**src/rtl/core/wimds_pkg.sv**
```systemverilog
// Package for the wide integer multiply, divide and shift unit.
// Holds widths, operation codes and the cell payload struct; no dependencies.
package wimds_pkg;
  localparam int W = 128;
  localparam int DW = 8;
  localparam int NDC = W / DW;

  typedef enum logic [3:0] {
    OP_UMUL = 4'd0,
    OP_UDIV = 4'd1,
    OP_UREM = 4'd2,
    OP_SHR  = 4'd3,
    OP_SHL  = 4'd4,
    OP_SMUL = 4'd5,
    OP_SDIV = 4'd6,
    OP_SREM = 4'd7,
    OP_SRA  = 4'd8
  } op_t;

  typedef struct packed {
    logic         vld;
    logic [3:0]   kind;
    logic [W-1:0] a;
    logic [W-1:0] b;
    logic [W-1:0] r;
    logic [W-1:0] q;
    logic         fix;
    logic         neg;
    logic [W-1:0] res;
  } cell_t;
endpackage

```
**src/rtl/core/wimds_cell.sv**
```systemverilog
// One cell of the multiply/divide chain: one restoring-divide step or one
// 8-bit multiply digit. Depends on wimds_pkg.
module wimds_cell import wimds_pkg::*; (
  input  logic  clk,
  input  logic  rst,
  input  logic  en,
  input  logic  is_mul,
  input  logic  [7:0] digit,
  input  cell_t din,
  output cell_t dout
);
  logic [W-1:0] rs;
  logic [W:0]   df;
  logic [W-1:0] pp;
  cell_t        nx;

  always_comb begin
    nx = din;
    rs = {din.r[W-2:0], din.a[W-1]};
    df = {1'b0, rs} - {1'b0, din.b};
    pp = '0;
    if (is_mul) begin
      pp = (din.b * din.a[DW*digit[3:0] +: DW]) << (DW * digit[3:0]);
      nx.r = din.r + pp;
    end else if (din.kind != OP_UMUL && din.kind != OP_SMUL) begin
      nx.a = {din.a[W-2:0], 1'b0};
      nx.r = df[W] ? rs : df[W-1:0];
      nx.q = {din.q[W-2:0], ~df[W]};
    end
  end

  always_ff @(posedge clk) begin
    if (rst) begin
      dout.vld <= 1'b0;
    end else if (en) begin
      dout.vld <= din.vld;
    end
    if (en) begin
      dout.kind <= din.kind; dout.a <= nx.a; dout.b <= din.b;
      dout.r <= nx.r; dout.q <= nx.q; dout.fix <= din.fix;
      dout.neg <= din.neg; dout.res <= din.res;
    end
  end
endmodule

```
**config.mk**
```make
export PLATFORM = sky130hd
export DESIGN_NAME = wimds_cell
export DESIGN_NICKNAME = d
export VERILOG_FILES = /design/src/rtl/core/wimds_pkg.sv /design/src/rtl/core/wimds_cell.sv
export SDC_FILE = /design/constraint.sdc
export NUM_CORES = 2
export LEC_CHECK = 0
export BUFFER_PORTS_ARGS = -buffer_cell sky130_fd_sc_hd__buf_2
export CORE_AREA = 5 5 504 506
export CTS_CLUSTER_DIAMETER = 150
export DETAILED_ROUTE_END_ITERATION = 8
export DIE_AREA = 0 0 509 511
export GPL_ROUTABILITY_DRIVEN = 0
export SLEW_MARGIN = 10
export SYNTH_ARGS = -nofsm -noshare
export SYNTH_HDL_FRONTEND = slang
export SYNTH_SLANG_ARGS = --single-unit
```
**constraint.sdc**
```tcl
create_clock -name clk -period 29 [get_ports clk]
set_input_delay 4.35 -clock clk [delete_from_list [all_inputs] [get_ports clk]]
set_output_delay 4.35 -clock clk [all_outputs]
set_load 0.005 [all_outputs]
```
==> results.cfg <==
[final_layout]
drive_above_1_share = 0.1628
area_delta_synth_final_pct = 15.63
reg_top3 = dout (647)
fin_area_um2 = 92570
nNetsFinal = 12010
largest_reg_flops = 647
final_core_util = 0.3709
top_register = dout

[clocking]
clk_pin_slew_ns = 0.06
root_buffer = clkbuf_16
cts_sinks = 647
ctsHoldBuffers = 0
cts_tree = built
clk_latency_ns = 0.77
htreeDepth = 3
ctsResizeCount = 0
numCtsBuffers = 83
cts_buffer_depth = 3
cts_setup_buffers = 0

[synth]
async_reset_ff_frac = 0
synth_area_leader_cell = edfxtp_1
ys_types = 112
synth_common_cells = nand2_1 (1661), inv_1 (818), and2_1 (751)
syn-num-nets = 11100
synth-edff-count = 646
synth.most_common_cell = nand2_1
seq_area_frac_synth = 0.2426
synth_area_um2 = 80050
syn_area_per_cell_um2 = 8.592
synthCells = 9317
synth_area_leaders = edfxtp_1 (24%), fa_1 (18%), nand2_1 (7.8%)
yosys_warnings = 0
yosys_register_bits = 647
ys_dominant_reg_cell = edfxtp_1
synth_top_area_share = 0.2423

[critical_path]
arrival_ns = 19.02
end_kind = register
critical_path_class = in2reg
crit_slowest_cell = a2111oi_2
cp-start-kind = input pin
path_common_cell = fa_1
critPathMaxStageDelay_ns = 1.07
critPathRequiredTime_ns = 29.47
cp_max_fo = 75

[grt]
grt_max_degree = 158
grt_overflow = 0
grt_pass1_vias = 73910
grt_pass1_wl_mm = 602.7
grt_usage = 0.3305
antenna_found_initial = 278

[outcome]
status = complete, but fails checks
violations = design-rule violations, max-capacitance violations

[timing]
tns_ns = 0
slew_viol_final = 0
setup-violations-final = 0
max_freq_ghz = 0.05391
min_period_ns = 18.55
rsz0062_at_grt = no
slew_headroom = 0.01388
setup_ws_ns = 10.45
hold_violations = 0
fin_crit_sh = 0.6397
skew_ns = 0
worstMarginPinSlew_ns = 1.464

[drt]
first_pass_iters = 9
drc = 3
drt-initial-drc-count = 11420
num_vias = 79500
routed_wl_mm = 447.7
viasPerCell = 5.784
wire_per_inst_um = 32.57
postRouteAntennaNets = 0

[place]
portBuffers = 1301
placed_area_um2 = 89340
dp_hpwl_mm = 370.0
dp_slack_ns = 10.73

[die]
rows = 184
ios = 1306
die_w_um = 509
coreArea_um2 = 249600
dieArea_um2 = 260100
start_util = 0.3208
dieHeight_um = 511

[run]
cap_viol_max_count = 1

[worst_hold_path]
min_path_type = reg2reg
==> layer usage <==
metal	up-vias	part of all wire	GRT usage
met5	-	0.0016	0
met4	104	0.089	0.2299
met3	1361	0.13	0.1340
met2	5309	0.42	0.4878
met1	38870	0.36	0.3905
li1	33860	-	-
==> worst paths after layout <==
path	start	to	slack (ns)	cells past startpoint
worst max-delay path	digit[0]	dout[377]	10.45	38
worst min register to register	dout[646]	dout[646]	0.50	2
worst min-delay path	dout[646]	dout[646]	0.50	2
worst max register to register	dout[646]	dout[646]	28.42	2
==> worst max-delay path, delay by kind of cell <==
family	cells	cell delay, ns
fa+ha+maj	6	2.95
xor+xnor	2	0.62
buf+inv	3	1.59
compound gates	15	4.67
simple gates	12	4.53
==> metrics by stage <==
stage	hold WS, ns	std cells
after floorplan	0.4850	9317
after global placement	0.4727	13480
after detailed placement	0.4818	13480
after CTS	0.4987	13630
after global routing	0.5370	13680
final	0.4995	13750
==> logic make-up (layout without fill, tap and decap cells) <==
family | count (synthesis) | after routing | share of synthesized area
XOR/XNOR | 357 | 357 | 0.03932
adder cells (fa/ha/maj) | 1127 | 1127 | 0.2450
AO/OA/AOI/OAI | 2157 | 2157 | 0.1720
multiplexers | 180 | 180 | 0.03048
flip-flops | 647 | 647 | 0.2426
AND/OR/NAND/NOR | 3467 | 3467 | 0.2048
other | 0 | 112 | 0
buffers and inverters | 1382 | 2351 | 0.06585
==> area by class of cell <==
type / instances / area [um2]
fillers: 26310 / 157000
multi-input cells: 7288 / 55520
flip-flops and latches: 647 / 19420
repair buffers: 1379 / 7172
well taps: 3348 / 4189
inverters: 820 / 3080
clock buffers: 90 / 2103
clock inverters: 62 / 809.5
diodes: 112 / 280.3
==> layout by cell type (no fill, tap or decap), types with 128 or more instances in the layout <==
cell	netlist	final
xor2_1	128	128
edfxtp_1	646	646
a21oi_1	610	609
nor2_1	428	427
o21ai_0	500	499
inv_1	818	815
nand4_1	162	162
a21o_1	226	226
xnor2_1	227	227
nand2_1	1661	1660
fa_1	734	734
and2_1	751	751
buf_2	38	1295
ha_1	393	393
Power is left out: the tool's default activity adds up to more than one toggle a clock period on the data nets, which glitch-free logic cannot reach.
